`src/sv/lrbh_pkg.sv`:
```
// ----------------------------------------------------------------------------
// lrbh_pkg
// Shared widths, register indexes, reset values and the event type passed
// from the run tracker to the record emitter.
// ----------------------------------------------------------------------------
package lrbh_pkg;

    // Field widths.
    localparam int BLOCK_LEN_W   = 14;
    localparam int BLOCK_TOTAL_W = 8;
    localparam int VMIN_W        = 6;
    localparam int CLASS_W       = 3;
    localparam int COUNT_W       = 8;
    localparam int LONGEST_W     = 14;
    localparam int CFG_DATA_W    = 14;
    localparam int CFG_INDEX_W   = 2;

    // Configuration register indexes.
    typedef enum logic [CFG_INDEX_W-1:0] {
        CFG_BLOCK_LENGTH = 2'd0,
        CFG_BLOCK_TOTAL  = 2'd1,
        CFG_MIN_CLASS    = 2'd2,
        CFG_TOP_CLASS    = 2'd3
    } cfg_index_t;

    // Register reset values.
    localparam logic [BLOCK_LEN_W-1:0]   BLOCK_LENGTH_RST = 14'd8;
    localparam logic [BLOCK_TOTAL_W-1:0] BLOCK_TOTAL_RST  = 8'd16;
    localparam logic [VMIN_W-1:0]        MIN_CLASS_RST    = 6'd1;
    localparam logic [CLASS_W-1:0]       TOP_CLASS_RST    = 3'd3;

    // Record kinds.
    localparam logic REC_BLOCK = 1'b0;
    localparam logic REC_COUNT = 1'b1;

    // Saturation limit of a class counter.
    localparam logic [COUNT_W-1:0] COUNT_MAX = 8'hFF;

    // Block-end event from the tracker to the emitter.
    typedef struct packed {
        logic                 load;
        logic [LONGEST_W-1:0] longest;
        logic [CLASS_W-1:0]   cls;
        logic [CLASS_W-1:0]   top;
        logic                 seq_end;
    } lrbh_evt_t;

endpackage

```
`src/sv/lrbh_bit_if.sv`:
```
// ----------------------------------------------------------------------------
// lrbh_bit_if
// Input channel: one bit of the sequence under test per transaction.
// ----------------------------------------------------------------------------
interface lrbh_bit_if;
    logic valid;
    logic ready;
    logic bit_value;

    modport source (output valid, output bit_value, input ready);
    modport sink   (input valid, input bit_value, output ready);
endinterface

```
`src/sv/lrbh_rec_if.sv`:
```
// ----------------------------------------------------------------------------
// lrbh_rec_if
// Output channel: one block record or class count record per transaction.
// ----------------------------------------------------------------------------
interface lrbh_rec_if;
    import lrbh_pkg::*;

    logic                 valid;
    logic                 ready;
    logic                 record_kind;
    logic [LONGEST_W-1:0] block_longest;
    logic [CLASS_W-1:0]   class_index;
    logic [COUNT_W-1:0]   class_count;
    logic                 last_record;

    modport source (output valid, output record_kind, output block_longest,
                    output class_index, output class_count, output last_record,
                    input ready);
    modport sink   (input valid, input record_kind, input block_longest,
                    input class_index, input class_count, input last_record,
                    output ready);
endinterface

```
`src/sv/lrbh_cfg_if.sv`:
```
// ----------------------------------------------------------------------------
// lrbh_cfg_if
// Configuration write channel: register index and write data.
// ----------------------------------------------------------------------------
interface lrbh_cfg_if;
    import lrbh_pkg::*;

    logic                   valid;
    logic                   ready;
    logic [CFG_INDEX_W-1:0] index;
    logic [CFG_DATA_W-1:0]  data;

    modport source (output valid, output index, output data, input ready);
    modport sink   (input valid, input index, input data, output ready);
endinterface

```
`src/sv/lrbh_core.sv`:
```
// ----------------------------------------------------------------------------
// lrbh_core
// Configuration registers, run tracking, block classification and the
// class counters. Raises a block-end event toward the emitter.
// ----------------------------------------------------------------------------
module lrbh_core #(
    parameter int MAX_CLASSES = 7,
    parameter int RUN_WIDTH   = 14
) (
    input  logic                                       clk,
    input  logic                                       rst_n,
    lrbh_cfg_if.sink                                   cfg,
    lrbh_bit_if.sink                                   bit_in,
    input  logic                                       emit_free,
    output lrbh_pkg::lrbh_evt_t                        evt,
    output logic [MAX_CLASSES-1:0][lrbh_pkg::COUNT_W-1:0] counts
);
    import lrbh_pkg::*;

    localparam int CLS_W = (MAX_CLASSES > 1) ? $clog2(MAX_CLASSES) : 1;
    localparam int CMP_W = ((RUN_WIDTH > VMIN_W + 1) ? RUN_WIDTH : VMIN_W + 1) + 1;
    localparam logic [RUN_WIDTH-1:0] RUN_MAX = {RUN_WIDTH{1'b1}};

    logic [BLOCK_LEN_W-1:0]   block_length_reg;
    logic [BLOCK_TOTAL_W-1:0] block_total_reg;
    logic [VMIN_W-1:0]        min_class_reg;
    logic [CLASS_W-1:0]       top_class_reg;

    logic [BLOCK_LEN_W-1:0]   bit_position_reg;
    logic [RUN_WIDTH-1:0]     current_run_reg;
    logic [RUN_WIDTH-1:0]     longest_run_reg;
    logic [BLOCK_TOTAL_W-1:0] blocks_done_reg;
    logic [COUNT_W-1:0]       class_counters_reg [MAX_CLASSES];

    logic [BLOCK_LEN_W:0]     pos_next;
    logic                     block_end;
    logic                     accept;
    logic [RUN_WIDTH-1:0]     run_next;
    logic [RUN_WIDTH-1:0]     longest_next;
    logic [BLOCK_TOTAL_W-1:0] blocks_next;
    logic                     seq_end;
    logic [CLASS_W-1:0]       top_eff;
    logic [CLASS_W-1:0]       cls;
    logic [CLS_W-1:0]         cls_idx;
    logic [CMP_W-1:0]         lng_ext;
    logic [CMP_W-1:0]         vmin_ext;
    logic [CMP_W-1:0]         upper_ext;

    assign cfg.ready = 1'b1;

    // Block end is known from the position alone, so ready never looks at data.
    assign pos_next  = {1'b0, bit_position_reg} + 1'b1;
    assign block_end = pos_next >= {1'b0, block_length_reg};
    assign bit_in.ready = !block_end || emit_free;
    assign accept = bit_in.valid && bit_in.ready;

    // Run update with saturation.
    always_comb
    begin
        if (!bit_in.bit_value)
            run_next = '0;
        else if (current_run_reg == RUN_MAX)
            run_next = current_run_reg;
        else
            run_next = current_run_reg + 1'b1;
        longest_next = (run_next > longest_run_reg) ? run_next : longest_run_reg;
    end

    // Effective top class, capped by the number of counters.
    always_comb
    begin
        if (int'(top_class_reg) > MAX_CLASSES - 1)
            top_eff = CLASS_W'(MAX_CLASSES - 1);
        else
            top_eff = top_class_reg;
    end

    // Classification of the finished block.
    always_comb
    begin
        lng_ext   = CMP_W'(longest_next);
        vmin_ext  = CMP_W'(min_class_reg);
        upper_ext = vmin_ext + CMP_W'(top_eff);
        if (lng_ext <= vmin_ext)
            cls = '0;
        else if (lng_ext >= upper_ext)
            cls = top_eff;
        else
            cls = CLASS_W'(lng_ext - vmin_ext);
        cls_idx = CLS_W'(cls);
    end

    // Sequence bookkeeping; block_total of zero ends every block's sequence.
    assign blocks_next = blocks_done_reg + 1'b1;
    assign seq_end = (blocks_next >= block_total_reg) || (blocks_next == '0);

    // Counters after this block's increment, before any clear.
    always_comb
    begin
        for (int i = 0; i < MAX_CLASSES; i++)
        begin
            if (CLS_W'(i) == cls_idx && class_counters_reg[i] != COUNT_MAX)
                counts[i] = class_counters_reg[i] + 1'b1;
            else
                counts[i] = class_counters_reg[i];
        end
    end

    // Event toward the emitter.
    assign evt.load    = accept && block_end;
    assign evt.longest = LONGEST_W'(longest_next);
    assign evt.cls     = cls;
    assign evt.top     = top_eff;
    assign evt.seq_end = seq_end;

    // Configuration registers.
    always_ff @(posedge clk or negedge rst_n)
    begin
        if (!rst_n)
        begin
            block_length_reg <= BLOCK_LENGTH_RST;
            block_total_reg  <= BLOCK_TOTAL_RST;
            min_class_reg    <= MIN_CLASS_RST;
            top_class_reg    <= TOP_CLASS_RST;
        end
        else if (cfg.valid && cfg.ready)
        begin
            unique case (cfg_index_t'(cfg.index))
                CFG_BLOCK_LENGTH: block_length_reg <= cfg.data[BLOCK_LEN_W-1:0];
                CFG_BLOCK_TOTAL:  block_total_reg  <= cfg.data[BLOCK_TOTAL_W-1:0];
                CFG_MIN_CLASS:    min_class_reg    <= cfg.data[VMIN_W-1:0];
                CFG_TOP_CLASS:    top_class_reg    <= cfg.data[CLASS_W-1:0];
            endcase
        end
    end

    // Run and block state.
    always_ff @(posedge clk or negedge rst_n)
    begin
        if (!rst_n)
        begin
            bit_position_reg <= '0;
            current_run_reg  <= '0;
            longest_run_reg  <= '0;
            blocks_done_reg  <= '0;
            for (int i = 0; i < MAX_CLASSES; i++)
                class_counters_reg[i] <= '0;
        end
        else if (accept)
        begin
            if (!block_end)
            begin
                bit_position_reg <= pos_next[BLOCK_LEN_W-1:0];
                current_run_reg  <= run_next;
                longest_run_reg  <= longest_next;
            end
            else
            begin
                bit_position_reg <= '0;
                current_run_reg  <= '0;
                longest_run_reg  <= '0;
                blocks_done_reg  <= seq_end ? '0 : blocks_next;
                for (int i = 0; i < MAX_CLASSES; i++)
                    class_counters_reg[i] <= seq_end ? '0 : counts[i];
            end
        end
    end

`ifndef ASSERT_OFF
    // The longest run always covers the run in progress.
    a_longest_covers_run: assert property (@(posedge clk) disable iff (!rst_n)
        longest_run_reg >= current_run_reg)
        else $error("longest run below current run");

    // A sequence end restarts the block count.
    a_seq_end_clears: assert property (@(posedge clk) disable iff (!rst_n)
        (accept && block_end && seq_end) |=> (blocks_done_reg == '0))
        else $error("blocks done not cleared at sequence end");

    // A bit that ends a block is only taken when the emitter has room.
    a_end_needs_room: assert property (@(posedge clk) disable iff (!rst_n)
        (accept && block_end) |-> emit_free)
        else $error("block end accepted without emitter room");
`endif

endmodule

```
`src/sv/lrbh_emit.sv`:
```
// ----------------------------------------------------------------------------
// lrbh_emit
// Result register: holds one block event and a counter snapshot, then sends
// the block record and, at a sequence end, the class count records.
// ----------------------------------------------------------------------------
module lrbh_emit #(
    parameter int MAX_CLASSES = 7
) (
    input  logic                                          clk,
    input  logic                                          rst_n,
    input  lrbh_pkg::lrbh_evt_t                           evt,
    input  logic [MAX_CLASSES-1:0][lrbh_pkg::COUNT_W-1:0] counts,
    output logic                                          emit_free,
    lrbh_rec_if.source                                    rec
);
    import lrbh_pkg::*;

    localparam int CLS_W  = (MAX_CLASSES > 1) ? $clog2(MAX_CLASSES) : 1;
    localparam int SLOT_W = $clog2(MAX_CLASSES + 1);

    logic                 busy_reg;
    logic [SLOT_W-1:0]    slot_reg;
    logic [LONGEST_W-1:0] longest_reg;
    logic [CLASS_W-1:0]   cls_reg;
    logic [CLASS_W-1:0]   top_reg;
    logic                 seq_end_reg;
    logic [COUNT_W-1:0]   snap_reg [MAX_CLASSES];

    logic                 fire;
    logic                 at_last;
    logic [CLASS_W-1:0]   count_cls;
    logic [CLS_W-1:0]     snap_idx;

    // Slot zero is the block record; slot s reports class s-1.
    assign count_cls = CLASS_W'(slot_reg - 1'b1);
    assign snap_idx  = (slot_reg == '0) ? '0 : CLS_W'(slot_reg - 1'b1);
    assign at_last   = (slot_reg == '0) ? !seq_end_reg : (count_cls == top_reg);
    assign fire      = rec.valid && rec.ready;
    assign emit_free = !busy_reg || (fire && at_last);

    // Output payload.
    assign rec.valid         = busy_reg;
    assign rec.record_kind   = (slot_reg == '0) ? REC_BLOCK : REC_COUNT;
    assign rec.block_longest = (slot_reg == '0) ? longest_reg : '0;
    assign rec.class_index   = (slot_reg == '0) ? cls_reg : count_cls;
    assign rec.class_count   = (slot_reg == '0) ? '0 : snap_reg[snap_idx];
    assign rec.last_record   = (slot_reg != '0) && (count_cls == top_reg);

    // Record sequencing.
    always_ff @(posedge clk or negedge rst_n)
    begin
        if (!rst_n)
        begin
            busy_reg <= 1'b0;
            slot_reg <= '0;
        end
        else if (evt.load)
        begin
            busy_reg <= 1'b1;
            slot_reg <= '0;
        end
        else if (fire)
        begin
            if (at_last)
                busy_reg <= 1'b0;
            else
                slot_reg <= slot_reg + 1'b1;
        end
    end

    // Event payload and counter snapshot.
    always_ff @(posedge clk)
    begin
        if (evt.load)
        begin
            longest_reg <= evt.longest;
            cls_reg     <= evt.cls;
            top_reg     <= evt.top;
            seq_end_reg <= evt.seq_end;
            for (int i = 0; i < MAX_CLASSES; i++)
                snap_reg[i] <= counts[i];
        end
    end

`ifndef ASSERT_OFF
    // A new event only lands when the current one is done.
    a_load_when_free: assert property (@(posedge clk) disable iff (!rst_n)
        evt.load |-> (!busy_reg || (fire && at_last)))
        else $error("event loaded over pending records");

    // The count slot never passes the top class.
    a_slot_in_range: assert property (@(posedge clk) disable iff (!rst_n)
        (busy_reg && slot_reg != '0) |-> ((slot_reg - 1'b1) <= SLOT_W'(top_reg)))
        else $error("count slot beyond top class");

    // The last record drains the emitter unless a new event follows.
    a_drain_after_last: assert property (@(posedge clk) disable iff (!rst_n)
        (fire && at_last && !evt.load) |=> !rec.valid)
        else $error("records continue past the last one");
`endif

endmodule

```
`src/sv/longest_run_block_histogram.sv`:
```
// ----------------------------------------------------------------------------
// longest_run_block_histogram
// Longest run of ones per block with a class histogram per sequence.
// ----------------------------------------------------------------------------
// One bit is taken per clock cycle, except that a bit that ends a block waits
// while the emitter still has records pending. A bit inside a block is taken
// every cycle regardless of the output side. A bit that ends a block loads
// the result register with the block event and a counter snapshot; at the
// end of a sequence the emitter then sends 1 + K + 1 records, one per cycle
// while the output is ready. The next block-ending bit is taken in the cycle
// the last of those records is delivered. There is no clearing pass after
// reset.
module longest_run_block_histogram #(
    parameter int MAX_CLASSES = 7,
    parameter int RUN_WIDTH   = 14
) (
    input  logic       clk,
    input  logic       rst_n,
    lrbh_cfg_if.sink   cfg,
    lrbh_bit_if.sink   bit_in,
    lrbh_rec_if.source rec_out
);
    import lrbh_pkg::*;

    lrbh_evt_t                        evt;
    logic [MAX_CLASSES-1:0][COUNT_W-1:0] counts;
    logic                             emit_free;

    // Run tracking, classification and counters.
    lrbh_core #(
        .MAX_CLASSES (MAX_CLASSES),
        .RUN_WIDTH   (RUN_WIDTH)
    ) u_core (
        .clk       (clk),
        .rst_n     (rst_n),
        .cfg       (cfg),
        .bit_in    (bit_in),
        .emit_free (emit_free),
        .evt       (evt),
        .counts    (counts)
    );

    // Result register and record sequencing.
    lrbh_emit #(
        .MAX_CLASSES (MAX_CLASSES)
    ) u_emit (
        .clk       (clk),
        .rst_n     (rst_n),
        .evt       (evt),
        .counts    (counts),
        .emit_free (emit_free),
        .rec       (rec_out)
    );

endmodule
```
`src/flat_wrapper.sv`:
```
// flat-port wrapper written by rule: the top's interface ports become plain ports
module longest_run_block_histogram_flat import lrbh_pkg::*;
#(
    parameter int MAX_CLASSES = 7,
    parameter int RUN_WIDTH   = 14
)
  (clk, rst_n, cfg_valid, cfg_index, cfg_data, cfg_ready, bit_in_valid, bit_in_bit_value, bit_in_ready, rec_out_valid, rec_out_record_kind, rec_out_block_longest, rec_out_class_index, rec_out_class_count, rec_out_last_record, rec_out_ready);
  lrbh_cfg_if cfg_i ();
  lrbh_bit_if bit_in_i ();
  lrbh_rec_if rec_out_i ();
  input  logic clk;
  input  logic rst_n;
  input wire logic [$bits(cfg_i.valid)-1:0] cfg_valid;
  input wire logic [$bits(cfg_i.index)-1:0] cfg_index;
  input wire logic [$bits(cfg_i.data)-1:0] cfg_data;
  output wire logic [$bits(cfg_i.ready)-1:0] cfg_ready;
  input wire logic [$bits(bit_in_i.valid)-1:0] bit_in_valid;
  input wire logic [$bits(bit_in_i.bit_value)-1:0] bit_in_bit_value;
  output wire logic [$bits(bit_in_i.ready)-1:0] bit_in_ready;
  output wire logic [$bits(rec_out_i.valid)-1:0] rec_out_valid;
  output wire logic [$bits(rec_out_i.record_kind)-1:0] rec_out_record_kind;
  output wire logic [$bits(rec_out_i.block_longest)-1:0] rec_out_block_longest;
  output wire logic [$bits(rec_out_i.class_index)-1:0] rec_out_class_index;
  output wire logic [$bits(rec_out_i.class_count)-1:0] rec_out_class_count;
  output wire logic [$bits(rec_out_i.last_record)-1:0] rec_out_last_record;
  input wire logic [$bits(rec_out_i.ready)-1:0] rec_out_ready;
  assign cfg_i.valid = cfg_valid;
  assign cfg_i.index = cfg_index;
  assign cfg_i.data = cfg_data;
  assign cfg_ready = cfg_i.ready;
  assign bit_in_i.valid = bit_in_valid;
  assign bit_in_i.bit_value = bit_in_bit_value;
  assign bit_in_ready = bit_in_i.ready;
  assign rec_out_valid = rec_out_i.valid;
  assign rec_out_record_kind = rec_out_i.record_kind;
  assign rec_out_block_longest = rec_out_i.block_longest;
  assign rec_out_class_index = rec_out_i.class_index;
  assign rec_out_class_count = rec_out_i.class_count;
  assign rec_out_last_record = rec_out_i.last_record;
  assign rec_out_i.ready = rec_out_ready;
  longest_run_block_histogram #(.MAX_CLASSES(MAX_CLASSES), .RUN_WIDTH(RUN_WIDTH)) u_core (.clk(clk), .rst_n(rst_n), .cfg(cfg_i), .bit_in(bit_in_i), .rec_out(rec_out_i));
endmodule
```
`config.mk`:
```
export PLATFORM = sky130hd
export DESIGN_NAME = longest_run_block_histogram_flat
export DESIGN_NICKNAME = d
export VERILOG_FILES = /design/src/sv/lrbh_pkg.sv /design/src/sv/lrbh_bit_if.sv /design/src/sv/lrbh_rec_if.sv /design/src/sv/lrbh_cfg_if.sv /design/src/sv/lrbh_core.sv /design/src/sv/lrbh_emit.sv /design/src/sv/longest_run_block_histogram.sv /design/src/flat_wrapper.sv
export SDC_FILE = /design/constraint.sdc
export NUM_CORES = 1
export LEC_CHECK = 0
export ABC_AREA = 1
export BUFFER_PORTS_ARGS = -buffer_cell sky130_fd_sc_hd__buf_2
export CAP_MARGIN = 20
export CORE_MARGIN = 1.5
export CORE_UTILIZATION = 45
export DETAILED_ROUTE_END_ITERATION = 7
export PLACE_DENSITY = 0.75
export SLEW_MARGIN = 20
export SYNTH_ARGS = -nofsm -noshare
export SYNTH_HDL_FRONTEND = slang
export SYNTH_SLANG_ARGS = --single-unit
```
`constraint.sdc`:
```
create_clock -name clk -period 4.7 [get_ports clk]
set_clock_uncertainty 0.2 [all_clocks]
set_input_delay 0.705 -clock clk [delete_from_list [all_inputs] [get_ports clk]]
set_output_delay 0.705 -clock clk [all_outputs]
set_load 0.02 [all_outputs]
```
# [After elaboration in Yosys (flattened, before gate mapping)]
# Memories as Yosys holds them, arrays and structs flattened.
# Index checks and enable logic that the tools add are counted.
[word_totals] register_bits=162 latchBits=0 ram_bits=56 rom_bits=0 input_bits=22 output_inout_bits=30 elab_cells=131 mem_count=1
[memory_table] memory="u_core.u_emit.snap_reg" depth=7 word_bits=8 read_ports=1 rd_clocked_by_memory_dff=0 write_ports=7 line="lrbh_emit.sv:27" rtl="logic [COUNT_W-1:0] snap_reg [MAX_CLASSES];"
[classes] n_addsub=14 n_mul=0 n_div=0 magnitude_cmp=6 eq_ne=19 shifts=0 muxes=38 bitwise_logic=0 reduce_logical=32
[ops] cell="8-bit two-way mux" n=16
[ops] cell="14-bit two-way mux" n=7
[ops] cell="8-bit by 1-bit adder with 8-bit output, second input constant" n=8
[ops] cell="8-bit inequality test, second input constant" n=7
[ops] cell="3-bit two-way mux" n=8
[ops] cell="14-bit by 1-bit adder with 15-bit output, second input constant" n=1
[ops] cell="15-bit by 14-bit >= comparator with 1-bit output" n=1
[ops] cell="14-bit by 1-bit adder with 14-bit output, second input constant" n=1
[ops] cell="14-bit == test, second input constant" n=1
[ops] cell="14-bit by 7-bit >= comparator with 1-bit output" n=1
[ops] cell="14-bit > comparator" n=1
[ops] cell="14-bit by 6-bit less-or-equal comparator with 1-bit output" n=1
[ops] cell="2-bit AND reduction" n=7
[ops] cell="1-bit logical AND" n=12
[ops] cell="3-bit == test, first input constant" n=3
[ops] cell="8-bit >= comparator" n=1
[ops] cell="8-bit zero test" n=1
[ops] cell="6-bit by 3-bit adder with 7-bit output" n=1
[ops] cell="1-bit two-way mux" n=7
[ops] cell="2-bit by 3-bit == test with 1-bit output, first input constant" n=2
[ops] cell="3-bit zero test" n=2
[ops] cell="2-bit == test, second input constant" n=2
[ops] cell="2-bit nonzero test" n=2
[ops] cell="3-bit by 1-bit adder with 3-bit output, second input constant" n=1
[ops] cell="11 further kinds" n=15

# [Depth between registers and ports, before layout]
# Gate-level depths: netlist of run 1.
[logic_depth] depth_word=12 ltp_mapped=42

# [By module]
# From an unflattened synthesis of run 1, not the netlist that was laid out.
[unflattened] cells_unflattened=1601 hier_area_um2=13005.0
[by_module_without_submodules] mod="lrbh_core" instances=1 cells_per_inst=1310 area_per_inst_um2=9655.5
[by_module_without_submodules] mod="lrbh_emit" instances=1 cells_per_inst=291 area_per_inst_um2=3349.5

# [Least setup slack after synthesis of run 1]
# No wires, ideal clock.
[synth_timing] path_kind="register to register" from="register u_core.u_core.current_run_reg[0]" to="memory u_core.u_emit.snap_reg[0][0], data pin" setup_ns=0.255 arrival_time_ns=4.673 required_time_ns=4.245 path_slack_ns=-0.428 path_stages_with_launch=37 path_buffers=1 path_cell_list="dfrtp_1 > ha_1 > inv_1 > nor2_2 > nand2_2 > nor2_4 > inv_2 > nand2_1 > nor3_1 > a211oi_1 > ha_1 > nand2_1 > nor2_1 > nand2_1 > nand3_1 > nand2_1 > nand2_2 > nand2_2 > buf_6 > o21ai_0 > inv_1 > ha_1 > inv_1 > fa_1 > nand2_1 > nand2_1 > a21oi_1 > o21ai_0 > o21ai_0 > nand3_1 > nor2_1 > nand3_4 > nand3_4 > nand2_1 > nor2_2 > nand2_1 > and2_1"
[synth_rtl] item="start, declared" line="lrbh_core.sv:30" rtl="logic [RUN_WIDTH-1:0] current_run_reg;"
[synth_rtl] item="start signal, assigned" line="lrbh_core.sv:154" rtl="current_run_reg <= run_next;"
[synth_rtl] item="end, declared" line="lrbh_emit.sv:27"

==> results of run 1 <==
-- final timing paths --
path | startpoint | endpoint | slack, ns | cells after the start
worst max-delay path | u_core.u_core.current_run_reg[1] | u_core.u_emit.snap_reg[2][1] | -0.30 | 35
worst min-delay path | rst_n | u_core.u_core.block_length_reg[9] | 0.05 | 1
worst max register to register | u_core.u_core.current_run_reg[1] | u_core.u_emit.snap_reg[2][1] | -0.30 | 35
worst min register to register | u_core.u_core.block_length_reg[6] | u_core.u_core.block_length_reg[6] | 0.29 | 2
max in group asynchronous | rst_n | u_core.u_core.class_counters_reg[3] | 3.30 | 2
min in group clk | cfg_data[8] | u_core.u_core.block_length_reg[8] | 0.23 | 3
-- routing by layer --
layer  track usage  share of wire
met1         0.284           0.43
met2         0.369           0.48
met3        0.0271          0.053
met4        0.0873          0.034
met5             0              0
-- metrics by stage --
step / cells / util / hold WS [ns] / total power, µW
floorplan: 1562 / - / 0.209 / 6190
global placement: 2046 / 0.510 / 0.268 / 7950
detailed placement: 2046 / 0.510 / 0.275 / 8090
CTS: 2102 / 0.559 / 0.0947 / 11000
global route: 2120 / 0.575 / 0.129 / 12600
finish: 2120 / 0.575 / 0.0481 / 11900
-- power breakdown --
| part | leakage [µW] | internal (µW) | total, µW | switching [µW] |
|---|---|---|---|---|
| Sequential | 0.00256 | 2390 | 2620 | 234 |
| Clock | 0.000437 | 1280 | 2080 | 802 |
| Combinational | 0.00478 | 2910 | 7160 | 4250 |
-- final cells by class --
| cell class | instances | area (µm²) |
|---|---|---|
| Clock buffer | 28 | 657 |
| Clock inverter | 18 | 225 |
| Fill cell | 2372 | 11800 |
| Inverter | 209 | 813 |
| Multi-Input combinational cell | 1094 | 6600 |
| Sequential cell | 218 | 5850 |
| Tap cell | 378 | 473 |
| Timing Repair Buffer | 175 | 1370 |
-- what timing repair did --
action,in CTS,in global routing
gates resized for setup,101,80
gates cloned,0,1
pin swaps,36,55
endpoints found under the setup margin,112,115
setup buffers,10,17
-- cell usage after synthesis (all sizes together) --
| library cell | instances | area (µm²) |
|---|---|---|
| a211oi | 5 | 37.5 |
| a21boi | 3 | 22.5 |
| a21o | 2 | 15.0 |
| a21oi | 33 | 176 |
| a22o | 3 | 26.3 |
| a32oi | 7 | 61.3 |
| and2 | 17 | 106 |
| buf | 12 | 75.1 |
| clkbuf | 29 | 109 |
| clkinv | 2 | 7.51 |
| conb | 1 | 3.75 |
| dfrtp | 136 | 3400 |
| dfstp | 5 | 131 |
| edfxtp | 77 | 2310 |
| fa | 2 | 40.0 |
| ha | 65 | 813 |
| inv | 207 | 777 |
| nand2 | 507 | 1940 |
| nand3 | 125 | 673 |
| nand3b | 4 | 30.0 |
| nand4 | 17 | 119 |
| nor2 | 94 | 438 |
| nor3 | 9 | 45.0 |
| nor3b | 3 | 22.5 |
| nor4 | 2 | 12.5 |
| o211ai | 9 | 67.6 |
| o21a | 3 | 22.5 |
| o21ai | 86 | 438 |
| o21bai | 3 | 22.5 |
| o221ai | 1 | 8.76 |
| o22ai | 24 | 150 |
| or2 | 1 | 6.26 |
| or4 | 1 | 7.51 |
| xnor2 | 16 | 140 |
| xor2 | 51 | 447 |
-- kinds of logic after synthesis --
logic type	count (synthesis)
buffers and inverters	250
other	1
and+or+nand+nor	780
AOI/OAI and AO/OA	179
DFF	218
xor gates and xnor gates	67
adders and majority gates	67
-- critical path: cells and delay by family, from the launching register on --
family,cells,cell delay (ns)
buffers and inverters,8,0.57
adders and majority gates,3,0.78
and+or+nand+nor,21,2.56
AOI/OAI and AO/OA,3,0.25
DFF,1,0.40
==> metrics.txt, run 1 <==
# TYPE chip_impl_metric gauge
chip_impl_metric{name="yosysWarnings",unit=""} 0
chip_impl_info{name="clockRootBuffer",value="clkbuf_16"} 1
chip_impl_metric{name="max_cap_viol_count",unit=""} 0
chip_impl_metric{name="pre_cts_slack",unit="ns"} -0.243
chip_impl_metric{name="power_leakage",unit="µW"} 0.00778
chip_impl_metric{name="synth_seq_cells",unit=""} 218
chip_impl_info{name="timing.hold.worst.class",value="input port to asynchronous set/reset pin"} 1
chip_impl_metric{name="synthXorXnorAreaFrac",unit=""} 0.0462
chip_impl_metric{name="finalSetupTns",unit="ns"} -23.89
chip_impl_metric{name="setup_viol",unit=""} 112
chip_impl_metric{name="design.final.nets",unit=""} 1812
chip_impl_metric{name="timing.critical_path.required",unit="ns"} 4.79
chip_impl_metric{name="diodes",unit=""} 0
chip_impl_metric{name="grt.total_usage",unit=""} 0.218
chip_impl_metric{name="synthAdderAreaFrac",unit=""} 0.0671
chip_impl_metric{name="min_period_over_period",unit=""} 1.06
chip_impl_metric{name="drive_gt1_frac",unit=""} 0.233
chip_impl_metric{name="dieHeight",unit="µm"} 171
chip_impl_metric{name="drt-initial-drc-count",unit=""} 843
chip_impl_info{name="endpoint_kind",value="flip-flop"} 1
chip_impl_metric{name="synth-seq-area-share",unit=""} 0.460
chip_impl_metric{name="post_synth_num_cell_types",unit=""} 49
chip_impl_metric{name="final-hold-violation-count",unit=""} 0
chip_impl_metric{name="final.min_clock_period",unit="ns"} 5.00
chip_impl_metric{name="crit_fanout",unit=""} 8
chip_impl_metric{name="core-area",unit="µm²"} 27800
chip_impl_metric{name="fin_ws",unit="ns"} -0.302
chip_impl_metric{name="wirelength",unit="mm"} 32.2
chip_impl_info{name="violations",value="setup timing"} 1
chip_impl_info{name="worst-setup-path-type",value="flip-flop to flip-flop"} 1
chip_impl_metric{name="max-slew-margin-rel",unit=""} 0.354
chip_impl_metric{name="global_route_wire_length_before_repair",unit="mm"} 51.3
chip_impl_metric{name="power.ir.vdd_worst",unit="mV"} 0.432
chip_impl_metric{name="gp_weighted_congestion",unit=""} 0.889
chip_impl_metric{name="cts_made_buffers",unit=""} 25
chip_impl_metric{name="detailedPlacementHpwl",unit="mm"} 21.4
chip_impl_metric{name="synthesis.area",unit="µm²"} 12700
chip_impl_metric{name="critPathMaxStageDelay",unit="ns"} 0.40
chip_impl_info{name="cts_tree",value="done"} 1
chip_impl_metric{name="cts.clk_slew.worst_paths",unit="ns"} 0.06
chip_impl_metric{name="final_area",unit="µm²"} 16000
chip_impl_metric{name="postRouteAntennaNets",unit=""} 0
chip_impl_metric{name="via_count",unit=""} 10900
chip_impl_metric{name="post_dp_cell_area",unit="µm²"} 14200
chip_impl_metric{name="placement.io_buffers",unit=""} 50
chip_impl_metric{name="cp.arrival",unit="ns"} 5.09
chip_impl_metric{name="fraction_of_synthesized_area_in_multiplexers",unit=""} 0
chip_impl_info{name="final_cell_mix",value="nand2_1, inv_1, dfrtp_1, nand3_1, buf_4"} 1
chip_impl_metric{name="achievable-frequency",unit="MHz"} 200
chip_impl_metric{name="io_pins",unit=""} 52
chip_impl_info{name="outcome",value="finished, violations left"} 1
chip_impl_metric{name="synth.net_count",unit=""} 1651
chip_impl_metric{name="clock_sink_count",unit=""} 218
chip_impl_info{name="setup_repair_after_global_routing_missed_its_margin",value="true"} 1
chip_impl_metric{name="initial_core_util",unit=""} 0.458
chip_impl_metric{name="max_slew.worst_pin.slew",unit="ns"} 0.967
chip_impl_metric{name="number_of_global_route_vias_before_repair",unit=""} 10600
chip_impl_metric{name="placement_rows",unit=""} 61
chip_impl_metric{name="power_per_cell_area",unit="nW/µm²"} 743
chip_impl_metric{name="synth-compound-area-share",unit=""} 0.0825
chip_impl_metric{name="detail_route.wl_per_cell",unit="µm"} 15.2
chip_impl_info{name="crit_slowest_cell",value="dfrtp_1"} 1
chip_impl_metric{name="area.growth.synth_to_final",unit="%"} 25.8
chip_impl_metric{name="grt_max_degree",unit=""} 92
chip_impl_metric{name="grt_antenna_before_repair",unit=""} 0
chip_impl_metric{name="syn_area_per_cell",unit="µm²"} 8.14
chip_impl_metric{name="clk_latency",unit="ns"} 0.53
chip_impl_info{name="layout.cells.most_common",value="nand2_1"} 1
chip_impl_metric{name="h-tree-depth",unit=""} 1
chip_impl_metric{name="area_fraction_in_and_or_nand_and_nor_cells_after_synthesis",unit=""} 0.268
chip_impl_metric{name="remaining_drc_errors",unit=""} 0
chip_impl_metric{name="vias_per_cell",unit=""} 5.15
chip_impl_metric{name="bufs_on_longest_clock_path",unit=""} 3
chip_impl_metric{name="dieArea",unit="µm²"} 29300
chip_impl_metric{name="final-max-slew-violation-count",unit=""} 0
chip_impl_info{name="synth_top_family_by_area",value="simple AND/OR/NAND/NOR gates"} 1
chip_impl_metric{name="post_synth_inst_count",unit=""} 1562
chip_impl_metric{name="hold_buffers",unit=""} 0
chip_impl_metric{name="chipWidth",unit="µm"} 171
chip_impl_info{name="worstSetupStartpointType",value="flip-flop"} 1
chip_impl_metric{name="dr.pass1.iters",unit=""} 5
chip_impl_metric{name="grt_remaining_overflow",unit=""} 0
Note: power is estimated with default switching activity, not from simulation.
==> run 2, diff against run 1 <==
--- a/config.mk
+++ b/config.mk
@@ -15,4 +15,5 @@
 export SLEW_MARGIN = 20
 export SYNTH_ARGS = -nofsm -noshare
 export SYNTH_HDL_FRONTEND = slang
+export SYNTH_HIERARCHICAL = 1
 export SYNTH_SLANG_ARGS = --single-unit
==> run 2 against run 1 <==
The run ends with hold timing, setup timing left. Global-route usage down 0.26 points. Flip-flop and latch count unchanged. Worst hold slack worse by 0.072 ns. Die area up 2.3%. Critical path type unchanged. Critical endpoint is now u_core/u_emit/snap_reg[3][2]. Largest power group unchanged. Highest routed layer unchanged.
==> metrics.txt, run 2 <==
# TYPE chip_impl_metric gauge
chip_impl_metric{name="remaining_drc_errors",unit=""} 0
chip_impl_info{name="yosys.cell_count.top_type",value="nand2_1"} 1
chip_impl_metric{name="yosysWarnings",unit=""} 6
chip_impl_metric{name="power_per_cell_area",unit="nW/µm²"} 767
chip_impl_metric{name="io_pins",unit=""} 52
chip_impl_metric{name="drt-initial-drc-count",unit=""} 1020
chip_impl_metric{name="grt.total_usage",unit=""} 0.215
chip_impl_metric{name="clock_sink_count",unit=""} 218
chip_impl_metric{name="power.total",unit="µW"} 12900
chip_impl_metric{name="synth.net_count",unit=""} 1690
chip_impl_metric{name="placement_rows",unit=""} 62
chip_impl_metric{name="design.final.nets",unit=""} 1868
chip_impl_metric{name="number_of_enable_type_register_cells_in_the_synthesized_netlist",unit=""} 77
chip_impl_metric{name="initial_core_util",unit=""} 0.456
chip_impl_metric{name="achievable-frequency",unit="MHz"} 187
chip_impl_metric{name="cp.arrival",unit="ns"} 5.42
chip_impl_info{name="yosys.area.top_type",value="dfrtp_1"} 1
chip_impl_metric{name="via_count",unit=""} 11700
chip_impl_metric{name="synth-seq-area-share",unit=""} 0.450
chip_impl_info{name="violations",value="hold timing, setup timing"} 1
chip_impl_metric{name="setup_viol",unit=""} 115
chip_impl_metric{name="reg2regPathDepth",unit=""} 33
chip_impl_metric{name="timing.reg2reg.setup_slack",unit="ns"} -0.64
chip_impl_info{name="synthFlopType",value="dfrtp_1"} 1
chip_impl_metric{name="number_of_global_route_vias_before_repair",unit=""} 11100
chip_impl_info{name="synth.top_cells.by_area",value="dfrtp_1, edfxtp_1, nand2_1"} 1
chip_impl_metric{name="chipWidth",unit="µm"} 173
chip_impl_metric{name="gp_weighted_congestion",unit=""} 0.897
chip_impl_metric{name="bufs_on_longest_clock_path",unit=""} 3
chip_impl_metric{name="grt_remaining_overflow",unit=""} 0
chip_impl_metric{name="crit_fanout",unit=""} 7
chip_impl_metric{name="dieArea",unit="µm²"} 29900
chip_impl_metric{name="vias_per_cell",unit=""} 5.34
chip_impl_metric{name="fillCellCount",unit=""} 2322
chip_impl_metric{name="dieHeight",unit="µm"} 173
chip_impl_info{name="final_cell_mix",value="nand2_1, inv_1, dfrtp_1, buf_4, nand2_2"} 1
chip_impl_metric{name="finalSetupTns",unit="ns"} -62.32
chip_impl_metric{name="detail_route.wl_per_cell",unit="µm"} 16.1
chip_impl_metric{name="multi_input_comb_area",unit="µm²"} 7310
chip_impl_info{name="clockRootBuffer",value="clkbuf_16"} 1
chip_impl_metric{name="diodes",unit=""} 0
chip_impl_info{name="setup_repair_after_global_routing_missed_its_margin",value="true"} 1
chip_impl_metric{name="cts_made_buffers",unit=""} 25
chip_impl_metric{name="postRouteAntennaNets",unit=""} 0
chip_impl_metric{name="power_leakage",unit="µW"} 0.00828
chip_impl_metric{name="final-hold-violation-count",unit=""} 11
chip_impl_metric{name="max_cap_viol_count",unit=""} 0
chip_impl_metric{name="grt_antenna_before_repair",unit=""} 0
chip_impl_info{name="timing.hold.worst.class",value="input port to asynchronous set/reset pin"} 1
chip_impl_metric{name="wirelength",unit="mm"} 35.2
chip_impl_metric{name="max_slew.worst_pin.slew",unit="ns"} 0.923
chip_impl_metric{name="max-slew-margin-rel",unit=""} 0.381
chip_impl_info{name="crit_slowest_cell",value="dfrtp_1"} 1
chip_impl_info{name="worstSetupStartpointType",value="flip-flop"} 1
chip_impl_metric{name="h-tree-depth",unit=""} 1
chip_impl_metric{name="cts.clk_slew.worst_paths",unit="ns"} 0.06
chip_impl_info{name="worst_r2r_endpoint",value="u_core/u_emit/snap_reg[3][2]"} 1
chip_impl_metric{name="post_synth_num_cell_types",unit=""} 48
chip_impl_metric{name="async_set_reset_flop_share_out_of_synthesis",unit=""} 0.647
chip_impl_metric{name="holdWs",unit="ns"} -0.0239
chip_impl_metric{name="area.growth.synth_to_final",unit="%"} 29.7
chip_impl_metric{name="final.min_clock_period",unit="ns"} 5.34
chip_impl_metric{name="final-max-slew-violation-count",unit=""} 0
chip_impl_info{name="timing.rr.start",value="u_core/u_core/current_run_reg[5]"} 1
chip_impl_metric{name="synthesis.area",unit="µm²"} 13000
chip_impl_info{name="synth_commonest_cells",value="nand2_1, inv_1, dfrtp_1"} 1
chip_impl_info{name="layout.cells.most_common",value="nand2_1"} 1
chip_impl_metric{name="timing.critical_path.required",unit="ns"} 4.78
chip_impl_metric{name="core-area",unit="µm²"} 28500
chip_impl_metric{name="placement.io_buffers",unit=""} 50
chip_impl_metric{name="pre_cts_slack",unit="ns"} -0.552
chip_impl_info{name="endpoint_kind",value="flip-flop"} 1
chip_impl_metric{name="synth_seq_cells",unit=""} 218
chip_impl_metric{name="yosysTopAreaCellShare",unit=""} 0.262
chip_impl_metric{name="grt_max_degree",unit=""} 65
chip_impl_info{name="cpMostUsedCell",value="nand2_1"} 1
chip_impl_metric{name="critPathMaxStageDelay",unit="ns"} 0.41
chip_impl_metric{name="power.ir.vdd_worst",unit="mV"} 0.457
chip_impl_metric{name="drive_gt1_frac",unit=""} 0.298
chip_impl_metric{name="seqCellArea",unit="µm²"} 5850
chip_impl_metric{name="min_period_over_period",unit=""} 1.14
chip_impl_info{name="outcome",value="finished, violations left"} 1
chip_impl_metric{name="clk_latency",unit="ns"} 0.54
chip_impl_metric{name="detailedPlacementHpwl",unit="mm"} 21.6
chip_impl_info{name="cts_tree",value="done"} 1
chip_impl_metric{name="dr.pass1.iters",unit=""} 5
chip_impl_metric{name="global_route_wire_length_before_repair",unit="mm"} 53.5
chip_impl_info{name="worst-setup-path-type",value="flip-flop to flip-flop"} 1
chip_impl_metric{name="syn_area_per_cell",unit="µm²"} 8.12
chip_impl_metric{name="fin_ws",unit="ns"} -0.644
chip_impl_metric{name="post_synth_inst_count",unit=""} 1601
chip_impl_metric{name="hold_buffers",unit=""} 0
[run 2: worst max-delay path by stage]
stage / cells past startpoint / slack [ns] / from / endpoint
floorplan: 37 / -0.33 / u_core/u_core/current_run_reg[0] / u_core/u_emit/snap_reg[6][1]
global placement: 33 / -0.36 / u_core/u_core/current_run_reg[1] / u_core/u_emit/snap_reg[3][3]
detailed placement: 31 / -0.55 / u_core/u_core/current_run_reg[1] / u_core/u_emit/snap_reg[0][0]
CTS: 35 / -0.34 / u_core/u_core/current_run_reg[1] / u_core/u_emit/snap_reg[1][0]
global route: 35 / -0.89 / u_core/u_core/current_run_reg[1] / u_core/u_core/class_counters_reg[54]
finish: 33 / -0.64 / u_core/u_core/current_run_reg[5] / u_core/u_emit/snap_reg[3][2]
[run 2: critical path: cells and delay by family, from the launching register on]
family,cells,cell delay [ns]
buf+inv,7,0.85
fa+ha+maj,2,0.64
simple gates,17,2.05
flops,1,0.41
compound gates,7,0.92
[run 2: routing by layer]
layer | global-route usage | part of all wire | up-vias
li1 | - | - | 5533
met2 | 0.359 | 0.48 | 479
met5 | 0 | 0 | -
met4 | 0.0830 | 0.036 | 0
met3 | 0.0319 | 0.064 | 99
met1 | 0.284 | 0.42 | 5550
[run 2: kinds of logic (layout without fill, tap and decap cells)]
| kind of cell | after synthesis | after routing | synth area share |
|---|---|---|---|
| flip-flops | 218 | 218 | 0.450 |
| other | 1 | 1 | 0.000288 |
| adder cells (fa/ha/maj) | 67 | 67 | 0.0656 |
| buffers and inverters | 244 | 440 | 0.0747 |
| AO/OA/AOI/OAI | 170 | 170 | 0.0716 |
| AND/OR/NAND/NOR | 837 | 838 | 0.295 |
| XOR/XNOR | 64 | 64 | 0.0431 |
[run 2: timing repair]
item	4_1_cts	5_1_grt
resized for setup	141	177
setup endpoints to repair	116	142
pin swaps	73	71
setup buffers	22	21
cloned	2	0
[run 2: layout make-up]
| cell class | instances | share of cell area |
|---|---|---|
| timing repair buffer | 191 | 0.0893 |
| clock inverter | 13 | 0.0116 |
| multi-input combinational | 1140 | 0.433 |
| sequential | 218 | 0.347 |
| tap | 384 | 0.0285 |
| clock buffer | 33 | 0.0425 |
| inverter | 203 | 0.0479 |
[run 2: power breakdown]
part / internal, µW / leakage (µW) / switching [µW]
sequential: 2380 / 0.00256 / 240
combinational: 3190 / 0.00527 / 4990
clock: 1340 / 0.000441 / 791
total: 6910 / 0.00828 / 6020
[run 2: through the flow]
step            util  area (µm²)  hold slack [ns]  std cells
5_1_grt        0.591       16900           0.0200       2182
6_report       0.591       16900          -0.0239       2182
3_5_place_dp   0.505       14400            0.274       2091
4_1_cts        0.561       16000          0.00329       2161
3_3_place_gp   0.505       14400            0.271       2091
2_1_floorplan      -       13100            0.209       1601
